$ cat config.mk
export PLATFORM = sky130hd
export DESIGN_NAME = sorted_list_table_flat
export DESIGN_NICKNAME = d
export VERILOG_FILES = /design/src/sv/slt_pkg.sv /design/src/sv/slt_if.sv /design/src/sv/slt_ram.sv /design/src/sv/slt_datapath.sv /design/src/sv/slt_ctrl.sv /design/src/sv/sorted_list_table.sv /design/src/flat_wrapper.sv
export SDC_FILE = /design/constraint.sdc
export NUM_CORES = 1
export LEC_CHECK = 0
export ABC_AREA = 1
export BUFFER_PORTS_ARGS = -buffer_cell sky130_fd_sc_hd__buf_4
export CAP_MARGIN = 20
export CORE_MARGIN = 5
export CORE_UTILIZATION = 45
export CTS_CLUSTER_SIZE = 14
export DETAILED_ROUTE_END_ITERATION = 10
export GPL_ROUTABILITY_DRIVEN = 0
export GPL_TIMING_DRIVEN = 0
export PLACE_DENSITY_LB_ADDON = 0.08
export SLEW_MARGIN = 40
export SYNTH_ARGS = -nofsm -noshare
export SYNTH_HDL_FRONTEND = slang
export SYNTH_SLANG_ARGS = --single-unit
$ cat constraint.sdc
create_clock -name clk_i -period 3.8 [get_ports clk_i]
set_input_delay 0.38 -clock clk_i [delete_from_list [all_inputs] [get_ports clk_i]]
set_output_delay 0.38 -clock clk_i [all_outputs]
set_load 0.05 [all_outputs]
$ cat src/sv/slt_pkg.sv
// ----------------------------------------------------------------------------
// Sorted list table package
// Shared types, opcodes and status codes of the sorted list table.
// ----------------------------------------------------------------------------
package slt_pkg;

  localparam int unsigned DefaultDepth = 16;
  localparam int unsigned OpW          = 3;
  localparam int unsigned ValW         = 32;
  localparam int unsigned StatW        = 2;
  localparam int unsigned CntW         = 5;

  typedef enum logic [OpW-1:0] {
    OP_APPEND  = 3'd0,
    OP_INSERT  = 3'd1,
    OP_SORT    = 3'd2,
    OP_REVERSE = 3'd3,
    OP_DUMP    = 3'd4
  } opcode_e;

  typedef enum logic [StatW-1:0] {
    ST_OK    = 2'd0,
    ST_FULL  = 2'd1,
    ST_EMPTY = 2'd2
  } status_e;

  // Payload of one input transfer.
  typedef struct packed {
    logic [OpW-1:0]         opcode;
    logic signed [ValW-1:0] item_value;
  } item_t;

  // Payload of one result transfer.
  typedef struct packed {
    logic signed [ValW-1:0] entry_value;
    logic [StatW-1:0]       status;
    logic [CntW-1:0]        entry_count;
    logic                   last;
  } result_t;

  typedef enum logic [3:0] {
    S_IDLE,
    S_SCAN_RD,   // read entry at scan pointer
    S_SCAN_CMP,  // compare entry with key
    S_SHIFT_RD,  // read entry below shift pointer
    S_SHIFT_WR,  // write it one place up
    S_PLACE,     // write key at found position
    S_SORT_RD,   // fetch key for one insertion sort pass
    S_SORT_KEY,  // latch key
    S_REV_RDA,
    S_REV_RDB,
    S_REV_WRA,
    S_REV_WRB,
    S_DUMP_RD,
    S_DUMP_OUT,
    S_RESULT
  } state_e;

  // Commands from controller to datapath.
  typedef struct packed {
    logic       load_item;   // latch opcode/value, clear scan pointer, set sort index to one
    logic       rd_scan;     // read at scan pointer
    logic       rd_shift;    // read at shift pointer minus one
    logic       rd_a;        // read at pointer a
    logic       rd_b;        // read at pointer b
    logic       rd_i;        // read at sort index
    logic       key_from_rd; // key takes read data
    logic       tmp_from_rd; // temp takes read data
    logic       wr_shift;    // write read data at shift pointer
    logic       wr_place;    // write key at scan pointer
    logic       wr_a_rd;     // write read data at a
    logic       wr_b_tmp;    // write temp at b
    logic       scan_inc;
    logic       scan_clr;
    logic       shift_from_n;// shift pointer = fill count
    logic       shift_from_i;// shift pointer = sort index
    logic       shift_dec;
    logic       i_inc;
    logic       ab_init;
    logic       ab_step;
    logic       cnt_inc;
    logic       emit;        // present a result
    logic       emit_entry;  // result carries read data
    logic [1:0] emit_status;
    logic       emit_last;
  } slt_cmd_t;

  // Status from datapath to controller.
  typedef struct packed {
    logic [OpW-1:0] opcode;
    logic           full;
    logic           empty;
    logic           scan_done;  // scan pointer reached its limit
    logic           less;       // read entry < key
    logic           shift_done; // shift pointer equals scan pointer
    logic           sort_done;  // sort index reached fill count
    logic           ab_done;    // a >= b, or fewer than two entries
    logic           dump_last;  // scan pointer is the final entry
    logic           out_busy;   // output register still holds a result
  } slt_stat_t;

endpackage

$ cat src/sv/slt_if.sv
// ----------------------------------------------------------------------------
// Sorted list table channel
// Valid/ready channel carrying one payload of type T.
// ----------------------------------------------------------------------------
interface slt_if #(
  parameter type T = logic
);
  logic valid;
  logic ready;
  T     data;

  modport source (output valid, output data, input ready);
  modport sink   (input valid, input data, output ready);
endinterface

$ cat src/sv/slt_ram.sv
// ----------------------------------------------------------------------------
// Sorted list table RAM
// Generic single-port RAM with registered read.
// ----------------------------------------------------------------------------
module slt_ram #(
  parameter int unsigned Width = 32,
  parameter int unsigned Depth = 16
) (
  input  logic                     clk_i,
  input  logic                     we_i,
  input  logic [$clog2(Depth)-1:0] addr_i,
  input  logic [Width-1:0]         wdata_i,
  output logic [Width-1:0]         rdata_o
);
  logic [Width-1:0] mem_q [Depth];

  always_ff @(posedge clk_i) begin
    if (we_i) begin
      mem_q[addr_i] <= wdata_i;
    end
    rdata_o <= mem_q[addr_i];
  end
endmodule

$ cat src/sv/slt_datapath.sv
// ----------------------------------------------------------------------------
// Sorted list table datapath
// Entry memory, pointers, key and temp registers and the result register.
// ----------------------------------------------------------------------------
module slt_datapath #(
  parameter int unsigned Depth = slt_pkg::DefaultDepth
) (
  input  logic                          clk_i,
  input  logic                          rst_ni,
  input  logic [slt_pkg::OpW-1:0]       opcode_i,
  input  logic signed [slt_pkg::ValW-1:0] item_value_i,
  input  slt_pkg::slt_cmd_t             cmd_i,
  output slt_pkg::slt_stat_t            stat_o,
  input  logic                          out_ready_i,
  output logic                          out_valid_o,
  output logic signed [slt_pkg::ValW-1:0] entry_value_o,
  output logic [slt_pkg::StatW-1:0]     status_o,
  output logic [slt_pkg::CntW-1:0]      entry_count_o,
  output logic                          last_o
);
  localparam int unsigned AW = $clog2(Depth);
  localparam int unsigned PW = $clog2(Depth + 1);

  logic [slt_pkg::OpW-1:0]         op_q;
  logic signed [slt_pkg::ValW-1:0] key_q, tmp_q;
  logic [PW-1:0] n_q, scan_q, shift_q, i_q, a_q, b_q;
  logic [PW-1:0] scan_lim, addr_full;
  logic [AW-1:0] addr;
  logic          we;
  logic signed [slt_pkg::ValW-1:0] wdata, rdata;
  logic out_valid_q;

  // Memory address and write data selection.
  always_comb begin
    addr_full = scan_q;
    wdata     = rdata;
    we        = 1'b0;
    if (cmd_i.rd_shift || cmd_i.wr_shift) begin
      addr_full = cmd_i.wr_shift ? shift_q : shift_q - PW'(1);
      we        = cmd_i.wr_shift;
    end else if (cmd_i.rd_a || cmd_i.wr_a_rd) begin
      addr_full = a_q;
      we        = cmd_i.wr_a_rd;
    end else if (cmd_i.rd_b || cmd_i.wr_b_tmp) begin
      addr_full = b_q;
      we        = cmd_i.wr_b_tmp;
      wdata     = tmp_q;
    end else if (cmd_i.rd_i) begin
      addr_full = i_q;
    end else if (cmd_i.wr_place) begin
      we    = 1'b1;
      wdata = key_q;
    end
    addr = addr_full[AW-1:0];
  end

  slt_ram #(.Width(slt_pkg::ValW), .Depth(Depth)) u_ram (
    .clk_i   (clk_i),
    .we_i    (we),
    .addr_i  (addr),
    .wdata_i (wdata),
    .rdata_o (rdata)
  );

  // Pointer and count registers.
  always_ff @(posedge clk_i or negedge rst_ni) begin
    if (!rst_ni) begin
      n_q <= '0; scan_q <= '0; shift_q <= '0; i_q <= '0; a_q <= '0; b_q <= '0;
    end else begin
      if (cmd_i.load_item) begin
        scan_q <= '0;
        i_q    <= PW'(1);
      end
      if (cmd_i.scan_clr)     scan_q  <= '0;
      if (cmd_i.scan_inc)     scan_q  <= scan_q + PW'(1);
      if (cmd_i.shift_from_n) shift_q <= n_q;
      if (cmd_i.shift_from_i) shift_q <= i_q;
      if (cmd_i.shift_dec)    shift_q <= shift_q - PW'(1);
      if (cmd_i.i_inc)        i_q     <= i_q + PW'(1);
      if (cmd_i.cnt_inc)      n_q     <= n_q + PW'(1);
      if (cmd_i.ab_init) begin
        a_q <= '0;
        b_q <= n_q - PW'(1);
      end
      if (cmd_i.ab_step) begin
        a_q <= a_q + PW'(1);
        b_q <= b_q - PW'(1);
      end
    end
  end

  // Item, key and temp payload registers.
  always_ff @(posedge clk_i) begin
    if (cmd_i.load_item) begin
      op_q  <= opcode_i;
      key_q <= item_value_i;
    end
    if (cmd_i.key_from_rd) key_q <= rdata;
    if (cmd_i.tmp_from_rd) tmp_q <= rdata;
  end

  // Result register.
  always_ff @(posedge clk_i or negedge rst_ni) begin
    if (!rst_ni) begin
      out_valid_q <= 1'b0;
    end else if (cmd_i.emit) begin
      out_valid_q <= 1'b1;
    end else if (out_ready_i) begin
      out_valid_q <= 1'b0;
    end
  end

  always_ff @(posedge clk_i) begin
    if (cmd_i.emit) begin
      entry_value_o <= cmd_i.emit_entry ? rdata : '0;
      status_o      <= cmd_i.emit_status;
      entry_count_o <= slt_pkg::CntW'(n_q + PW'(cmd_i.cnt_inc));
      last_o        <= cmd_i.emit_last;
    end
  end

  assign out_valid_o = out_valid_q;

  // Scan limit is the count for inserts, the sort index during sort.
  assign scan_lim = (op_q == slt_pkg::OP_SORT) ? i_q : n_q;

  always_comb begin
    stat_o            = '0;
    stat_o.opcode     = op_q;
    stat_o.full       = (n_q == PW'(Depth));
    stat_o.empty      = (n_q == '0);
    stat_o.scan_done  = (scan_q >= scan_lim);
    stat_o.less       = (rdata < key_q);
    stat_o.shift_done = (shift_q == scan_q);
    stat_o.sort_done  = (i_q >= n_q);
    stat_o.ab_done    = (a_q >= b_q) || (n_q < PW'(2));
    stat_o.dump_last  = (scan_q == n_q - PW'(1));
    stat_o.out_busy   = out_valid_q && !out_ready_i;
  end
endmodule

$ cat src/sv/slt_ctrl.sv
// ----------------------------------------------------------------------------
// Sorted list table controller
// Sequences memory walks for each operation and issues results.
// ----------------------------------------------------------------------------
module slt_ctrl (
  input  logic               clk_i,
  input  logic               rst_ni,
  input  logic               in_valid_i,
  output logic               in_ready_o,
  input  slt_pkg::slt_stat_t stat_i,
  output slt_pkg::slt_cmd_t  cmd_o
);
  slt_pkg::state_e state_q, state_d;

  always_ff @(posedge clk_i or negedge rst_ni) begin
    if (!rst_ni) begin
      state_q <= slt_pkg::S_IDLE;
    end else begin
      state_q <= state_d;
    end
  end

  always_comb begin
    state_d    = state_q;
    cmd_o      = '0;
    in_ready_o = 1'b0;
    unique case (state_q)
      slt_pkg::S_IDLE: begin
        in_ready_o = 1'b1;
        if (in_valid_i) begin
          cmd_o.load_item = 1'b1;
          state_d         = slt_pkg::S_RESULT;
        end
      end
      // Decode the latched opcode.
      slt_pkg::S_RESULT: begin
        if (!stat_i.out_busy) begin
          unique case (stat_i.opcode)
            slt_pkg::OP_APPEND: begin
              if (stat_i.full) begin
                cmd_o.emit = 1'b1; cmd_o.emit_status = slt_pkg::ST_FULL;
                cmd_o.emit_last = 1'b1; state_d = slt_pkg::S_IDLE;
              end else begin
                // Shift pointer takes the fill count; scan steps up to it: place at tail.
                cmd_o.shift_from_n = 1'b1;
                state_d = slt_pkg::S_SCAN_RD;
              end
            end
            slt_pkg::OP_INSERT: begin
              if (stat_i.full) begin
                cmd_o.emit = 1'b1; cmd_o.emit_status = slt_pkg::ST_FULL;
                cmd_o.emit_last = 1'b1; state_d = slt_pkg::S_IDLE;
              end else begin
                cmd_o.shift_from_n = 1'b1;
                state_d = slt_pkg::S_SCAN_RD;
              end
            end
            slt_pkg::OP_SORT: state_d = slt_pkg::S_SORT_RD;
            slt_pkg::OP_REVERSE: begin
              cmd_o.ab_init = 1'b1;
              state_d = slt_pkg::S_REV_RDA;
            end
            slt_pkg::OP_DUMP: begin
              if (stat_i.empty) begin
                cmd_o.emit = 1'b1; cmd_o.emit_status = slt_pkg::ST_EMPTY;
                cmd_o.emit_last = 1'b1; state_d = slt_pkg::S_IDLE;
              end else begin
                state_d = slt_pkg::S_DUMP_RD;
              end
            end
            default: begin
              cmd_o.emit = 1'b1; cmd_o.emit_last = 1'b1;
              state_d = slt_pkg::S_IDLE;
            end
          endcase
        end
      end
      // Find the first entry not less than the key.
      slt_pkg::S_SCAN_RD: begin
        if (stat_i.scan_done || stat_i.opcode == slt_pkg::OP_APPEND) begin
          if (stat_i.opcode == slt_pkg::OP_APPEND) begin
            // Append places at the tail: move scan to fill count by shifting none.
            state_d = slt_pkg::S_SHIFT_RD;
            cmd_o.scan_inc = !stat_i.shift_done;
          end else begin
            state_d = slt_pkg::S_SHIFT_RD;
          end
        end else begin
          cmd_o.rd_scan = 1'b1;
          state_d = slt_pkg::S_SCAN_CMP;
        end
      end
      slt_pkg::S_SCAN_CMP: begin
        if (stat_i.less) begin
          cmd_o.scan_inc = 1'b1;
          state_d = slt_pkg::S_SCAN_RD;
        end else begin
          state_d = slt_pkg::S_SHIFT_RD;
        end
      end
      // Move entries up one place from the end down to the scan point.
      slt_pkg::S_SHIFT_RD: begin
        if (stat_i.opcode == slt_pkg::OP_APPEND && !stat_i.shift_done) begin
          cmd_o.scan_inc = 1'b1;
        end else if (stat_i.shift_done) begin
          state_d = slt_pkg::S_PLACE;
        end else begin
          cmd_o.rd_shift = 1'b1;
          state_d = slt_pkg::S_SHIFT_WR;
        end
      end
      slt_pkg::S_SHIFT_WR: begin
        cmd_o.wr_shift  = 1'b1;
        cmd_o.shift_dec = 1'b1;
        state_d = slt_pkg::S_SHIFT_RD;
      end
      slt_pkg::S_PLACE: begin
        cmd_o.wr_place = 1'b1;
        if (stat_i.opcode == slt_pkg::OP_SORT) begin
          cmd_o.i_inc = 1'b1;
          state_d = slt_pkg::S_SORT_RD;
        end else if (!stat_i.out_busy) begin
          cmd_o.cnt_inc = 1'b1;
          cmd_o.emit = 1'b1; cmd_o.emit_last = 1'b1;
          state_d = slt_pkg::S_IDLE;
        end
      end
      // One insertion pass per sort index.
      slt_pkg::S_SORT_RD: begin
        if (stat_i.sort_done) begin
          if (!stat_i.out_busy) begin
            cmd_o.emit = 1'b1; cmd_o.emit_last = 1'b1;
            state_d = slt_pkg::S_IDLE;
          end
        end else begin
          cmd_o.rd_i = 1'b1;
          cmd_o.scan_clr = 1'b1;
          cmd_o.shift_from_i = 1'b1;
          state_d = slt_pkg::S_SORT_KEY;
        end
      end
      slt_pkg::S_SORT_KEY: begin
        cmd_o.key_from_rd = 1'b1;
        state_d = slt_pkg::S_SCAN_RD;
      end
      // Swap pairs from both ends.
      slt_pkg::S_REV_RDA: begin
        if (stat_i.ab_done) begin
          if (!stat_i.out_busy) begin
            cmd_o.emit = 1'b1; cmd_o.emit_last = 1'b1;
            state_d = slt_pkg::S_IDLE;
          end
        end else begin
          cmd_o.rd_a = 1'b1;
          state_d = slt_pkg::S_REV_RDB;
        end
      end
      slt_pkg::S_REV_RDB: begin
        cmd_o.rd_b = 1'b1;
        cmd_o.tmp_from_rd = 1'b1;
        state_d = slt_pkg::S_REV_WRA;
      end
      slt_pkg::S_REV_WRA: begin
        cmd_o.wr_a_rd = 1'b1;
        state_d = slt_pkg::S_REV_WRB;
      end
      slt_pkg::S_REV_WRB: begin
        cmd_o.wr_b_tmp = 1'b1;
        cmd_o.ab_step  = 1'b1;
        state_d = slt_pkg::S_REV_RDA;
      end
      // Read one entry, then emit it when the output is free.
      slt_pkg::S_DUMP_RD: begin
        cmd_o.rd_scan = 1'b1;
        state_d = slt_pkg::S_DUMP_OUT;
      end
      slt_pkg::S_DUMP_OUT: begin
        cmd_o.rd_scan = 1'b1;
        if (!stat_i.out_busy) begin
          cmd_o.emit = 1'b1;
          cmd_o.emit_entry = 1'b1;
          cmd_o.emit_last = stat_i.dump_last;
          if (stat_i.dump_last) begin
            state_d = slt_pkg::S_IDLE;
          end else begin
            cmd_o.scan_inc = 1'b1;
            state_d = slt_pkg::S_DUMP_RD;
          end
        end
      end
      default: state_d = slt_pkg::S_IDLE;
    endcase
  end
endmodule

$ cat src/sv/sorted_list_table.sv
// Full appends and inserts, dumps of an empty list and unused opcodes give their result
// straight from decode; other operations first walk the memory, and a dump issues its
// entries one by one as it reads them. One item is handled at a time: the next is
// taken the cycle after the last result of the current one is issued, and output
// stalls delay the results and so the next item.
// Reset clears the entry count, result valid and controller; memory stays undefined.
// ----------------------------------------------------------------------------
// Sorted list table
// Bounded ordered list of signed values with append, sorted insert, sort,
// reverse and dump operations.
// ----------------------------------------------------------------------------
module sorted_list_table #(
  parameter int unsigned Depth = slt_pkg::DefaultDepth
) (
  input  logic  clk_i,
  input  logic  rst_ni,
  slt_if.sink   in_if,
  slt_if.source out_if
);
  slt_pkg::slt_cmd_t  cmd;
  slt_pkg::slt_stat_t stat;

  slt_ctrl u_ctrl (
    .clk_i      (clk_i),
    .rst_ni     (rst_ni),
    .in_valid_i (in_if.valid),
    .in_ready_o (in_if.ready),
    .stat_i     (stat),
    .cmd_o      (cmd)
  );

  slt_datapath #(.Depth(Depth)) u_dp (
    .clk_i         (clk_i),
    .rst_ni        (rst_ni),
    .opcode_i      (in_if.data.opcode),
    .item_value_i  (in_if.data.item_value),
    .cmd_i         (cmd),
    .stat_o        (stat),
    .out_ready_i   (out_if.ready),
    .out_valid_o   (out_if.valid),
    .entry_value_o (out_if.data.entry_value),
    .status_o      (out_if.data.status),
    .entry_count_o (out_if.data.entry_count),
    .last_o        (out_if.data.last)
  );
endmodule

$ cat src/flat_wrapper.sv
// flat-port wrapper written by rule: the top's interface ports become plain ports
module sorted_list_table_flat 
#(
  parameter int unsigned Depth = slt_pkg::DefaultDepth
)
  (clk_i, rst_ni, in_if_valid, in_if_data, in_if_ready, out_if_valid, out_if_data, out_if_ready);
  slt_if #(.T(slt_pkg::item_t)) in_if_i ();
  slt_if #(.T(slt_pkg::result_t)) out_if_i ();
  input  logic clk_i;
  input  logic rst_ni;
  input wire logic [$bits(in_if_i.valid)-1:0] in_if_valid;
  input wire logic [$bits(in_if_i.data)-1:0] in_if_data;
  output wire logic [$bits(in_if_i.ready)-1:0] in_if_ready;
  output wire logic [$bits(out_if_i.valid)-1:0] out_if_valid;
  output wire logic [$bits(out_if_i.data)-1:0] out_if_data;
  input wire logic [$bits(out_if_i.ready)-1:0] out_if_ready;
  assign in_if_i.valid = in_if_valid;
  assign in_if_i.data = in_if_data;
  assign in_if_ready = in_if_i.ready;
  assign out_if_valid = out_if_i.valid;
  assign out_if_data = out_if_i.data;
  assign out_if_i.ready = out_if_ready;
  sorted_list_table #(.Depth(Depth)) u_core (.clk_i(clk_i), .rst_ni(rst_ni), .in_if(in_if_i), .out_if(out_if_i));
endmodule
==> run summary <==
Die Wd: 272 µm
Reg clk slew, reported paths: 0.06 ns
Nets: 3465
CP endpoint kind: register
DR vias/cell: 5.28
Post-synthesis sequential area ratio: 65.0%
WS Path Type: register to register
RSZ-0062 raised after global routing: yes
Post-route DRC: 0
Most common cell after layout, fill and taps aside: nand2_1
Simple-gate area share of the yosys netlist: 23.5%
Num CTS Buffers: 76
Diodes inserted: 0
Hold crit path type: input port to register
Multiplexer share of the synthesized area: 0%
Syn_area_per_cell: 9.93 µm²
Clock skew: 0.0198 ns
Final Worst Setup Slack: 0.162 ns
Worst-path fanout max: 17
Syn Nets: 3209
Vias in the first global route: 22.4k
Pre-antenna DRT Iters: 5
Endpoints failing hold: 0
Clock tree sinks: 686
Core Region: 68300 µm²
Number of top-level pins: 81
Reg2Reg Setup Slack: 0.16 ns
Area Growth Syn to Fin: 19.6%
DP HPWL: 64.5 mm
Share of cells above drive strength 1: 14.5%
Dpl ws: -0.885 ns
Final setup violation count: 0
Global Route Usage Sum: 24.0%
Sequential cell area: 20100 µm²
Post-Synthesis Cells: 3114
Yosys top cell area share: 60.1%
Asr flop ratio synth: 5.10%
# rows: 96
Root buffer cell: clkbuf_16
WP data arrival: 3.96 ns
Commonest non-fill, non-tap cells in the layout: nand2_1 (1313), edfxtp_1 (619), nand3_1 (277)
Status: finished, final reports clean
Number of library cell types mapped by synthesis: 50
DR vias: 22.8k
CTS max path bufs: 3
Die H: 272 µm
Crit share post-route: 95.7%
Largest net degree at the start of global routing: 41
H-tree Lvls: 3
Post-Syn Area: 30900 µm²
WL/cell: 20.8 µm
Multi-input combinational cell area: 9600 µm²
Slew Viols, Final: 0
Clock Latency Late Sink: 0.62 ns
IO Port Bufs: 80
Synth warn: 0
EDFF count, synth: 619
First-pass GRT wire length: 135 mm
Area share of fa/ha/maj cells after synthesis: 2.27%
Routed Antenna Nets: 0
Main synth FF type: edfxtp_1
Largest family of logic cells by synthesized area: simple AND/OR/NAND/NOR gates
Worst setup SP type: register
Slew @ Worst Pin: 0.675 ns
Initial antenna violation count: 4
Compound-Gate Fraction of Synth Area: 3.47%
Starting Density: 45.2%
Die area: 74000 µm²
Slew HR: 54.4%
Max-cap violations: 0
Fillers: 5987
Synth area leader: edfxtp_1
CTS tree: done
Data required time of the worst path: 4.12 ns
Synth Area in XOR/XNOR: 0.567%
Fmax: 275 MHz
DRT Wirelength: 89.5 mm
Top post-synthesis cells by area: edfxtp_1 (60%), nand2_1 (16%), nand3_1 (4.5%), dfrtp_1 (2.8%), ha_1 (2.3%)
GRT overflow: 0
Flops & latches, synth: 686
Crit path time final: 3.64 ns
First-iteration detailed-routing DRC count: 2157
[synth_stat cells, drive strengths merged (32+ instances only)]
library cell / count
nand2: 1326
edfxtp: 619
nand3: 282
inv: 205
nor2: 152
o21ai: 123
buf: 110
ha: 56
a21oi: 42
clkbuf: 42
dfrtp: 35
dfxtp: 32
[repair_timing]
action / in CTS / in global routing
endpoints found under the setup margin: 512 / 540
gates resized for setup: 11 / 15
hold endpoints to repair: 38 / 0
buffers inserted: 32 / 3
pin swaps: 18 / 2
hold buffers: 4 / 0
[sequential cells by signal (all words and copies together), names as in the netlist]
| register | flops |
|---|---|
| u_core.u_dp.n_q | 5 |
| u_core.u_dp.u_ram.mem_q | 512 |
| u_core.u_dp.key_q | 32 |
| u_core.u_dp.status_o | 2 |
| u_core.u_dp.a_q | 5 |
| u_core.u_dp.i_q | 5 |
| u_core.u_dp.op_q | 3 |
| u_core.u_dp.out_valid_o | 1 |
| u_core.u_dp.entry_count_o | 5 |
| u_core.u_dp.tmp_q | 32 |
| u_core.u_dp.last_o | 1 |
| u_core.u_dp.b_q | 5 |
| u_core.u_dp.u_ram.rdata_o | 32 |
| u_core.u_dp.shift_q | 5 |
| u_core.u_dp.entry_value_o | 32 |
| u_core.u_dp.scan_q | 5 |
| u_core.u_ctrl.state_q | 4 |
[area by class of cell]
type,count,area share [%]
Inverter,208,2.13
Timing Repair Buffer,181,5.61
Multi-Input combinational cell,2068,26.0
Sequential cell,686,54.4
Clock inverter,35,0.853
Buffer,149,2.28
Clock buffer,104,5.77
Tap cell,882,2.99
[path summary, 6_finish.rpt]
check	to	cells after the start	startpoint
min in group asynchronous	u_core.u_dp.i_q[2]	2	rst_ni
setup reg to reg	u_core.u_dp.u_ram.mem_q[1][22]	12	u_core.u_dp.op_q[2]
setup / recovery	u_core.u_dp.u_ram.mem_q[1][22]	12	u_core.u_dp.op_q[2]
hold reg to reg	u_core.u_dp.a_q[4]	1	u_core.u_dp.a_q[4]
hold / removal	u_core.u_dp.key_q[2]	3	in_if_data[2]
max in group asynchronous	u_core.u_dp.n_q[4]	2	rst_ni
[routing by layer]
layer  GRT usage [%]  part of all wire [%]
met5               0                     0
met4            7.22                   3.0
met3            5.05                   7.5
met2            38.3                    46
met1            33.3                    44
[critical path, stage by stage, from the launching register on]
cell      delay [ns]
edfxtp_1        0.46
inv_2           0.09
nand2_1         0.12
nor2_1          0.37
nor2_4          0.11
a31oi_4         0.44
buf_4           0.34
clkbuf_1        0.49
nand4_1         0.17
buf_4           0.22
nor2_4          0.17
buf_16          0.19
buf_8           0.16
[stage by stage]
| step | cell area (µm²) | TNS, ns | instances | utilization (%) | hold WS, ns |
|---|---|---|---|---|---|
| floorplan | 30900 | -62.28 | 3114 | - | 0.0844 |
| detailed placement | 34000 | -263.87 | 4138 | 49.8 | 0.381 |
| CTS | 36900 | 0 | 4312 | 54.0 | 0.0177 |
| finish | 37000 | 0 | 4313 | 54.1 | 0.0462 |
| global route | 37000 | 0 | 4313 | 54.1 | 0.0379 |
| global placement | 32600 | -1028.14 | 4076 | 47.7 | 0.373 |
[kinds of logic (layout without fill, tap and decap cells)]
family / count (synthesis) / in the layout
compound gates: 195 / 195
xor+xnor: 20 / 20
fa+ha+maj: 56 / 56
buf+inv: 360 / 677
flops: 686 / 686
simple gates: 1797 / 1797
Power is left out: the tool's default activity adds up to more than one toggle a clock period on the data nets, which glitch-free logic cannot reach.
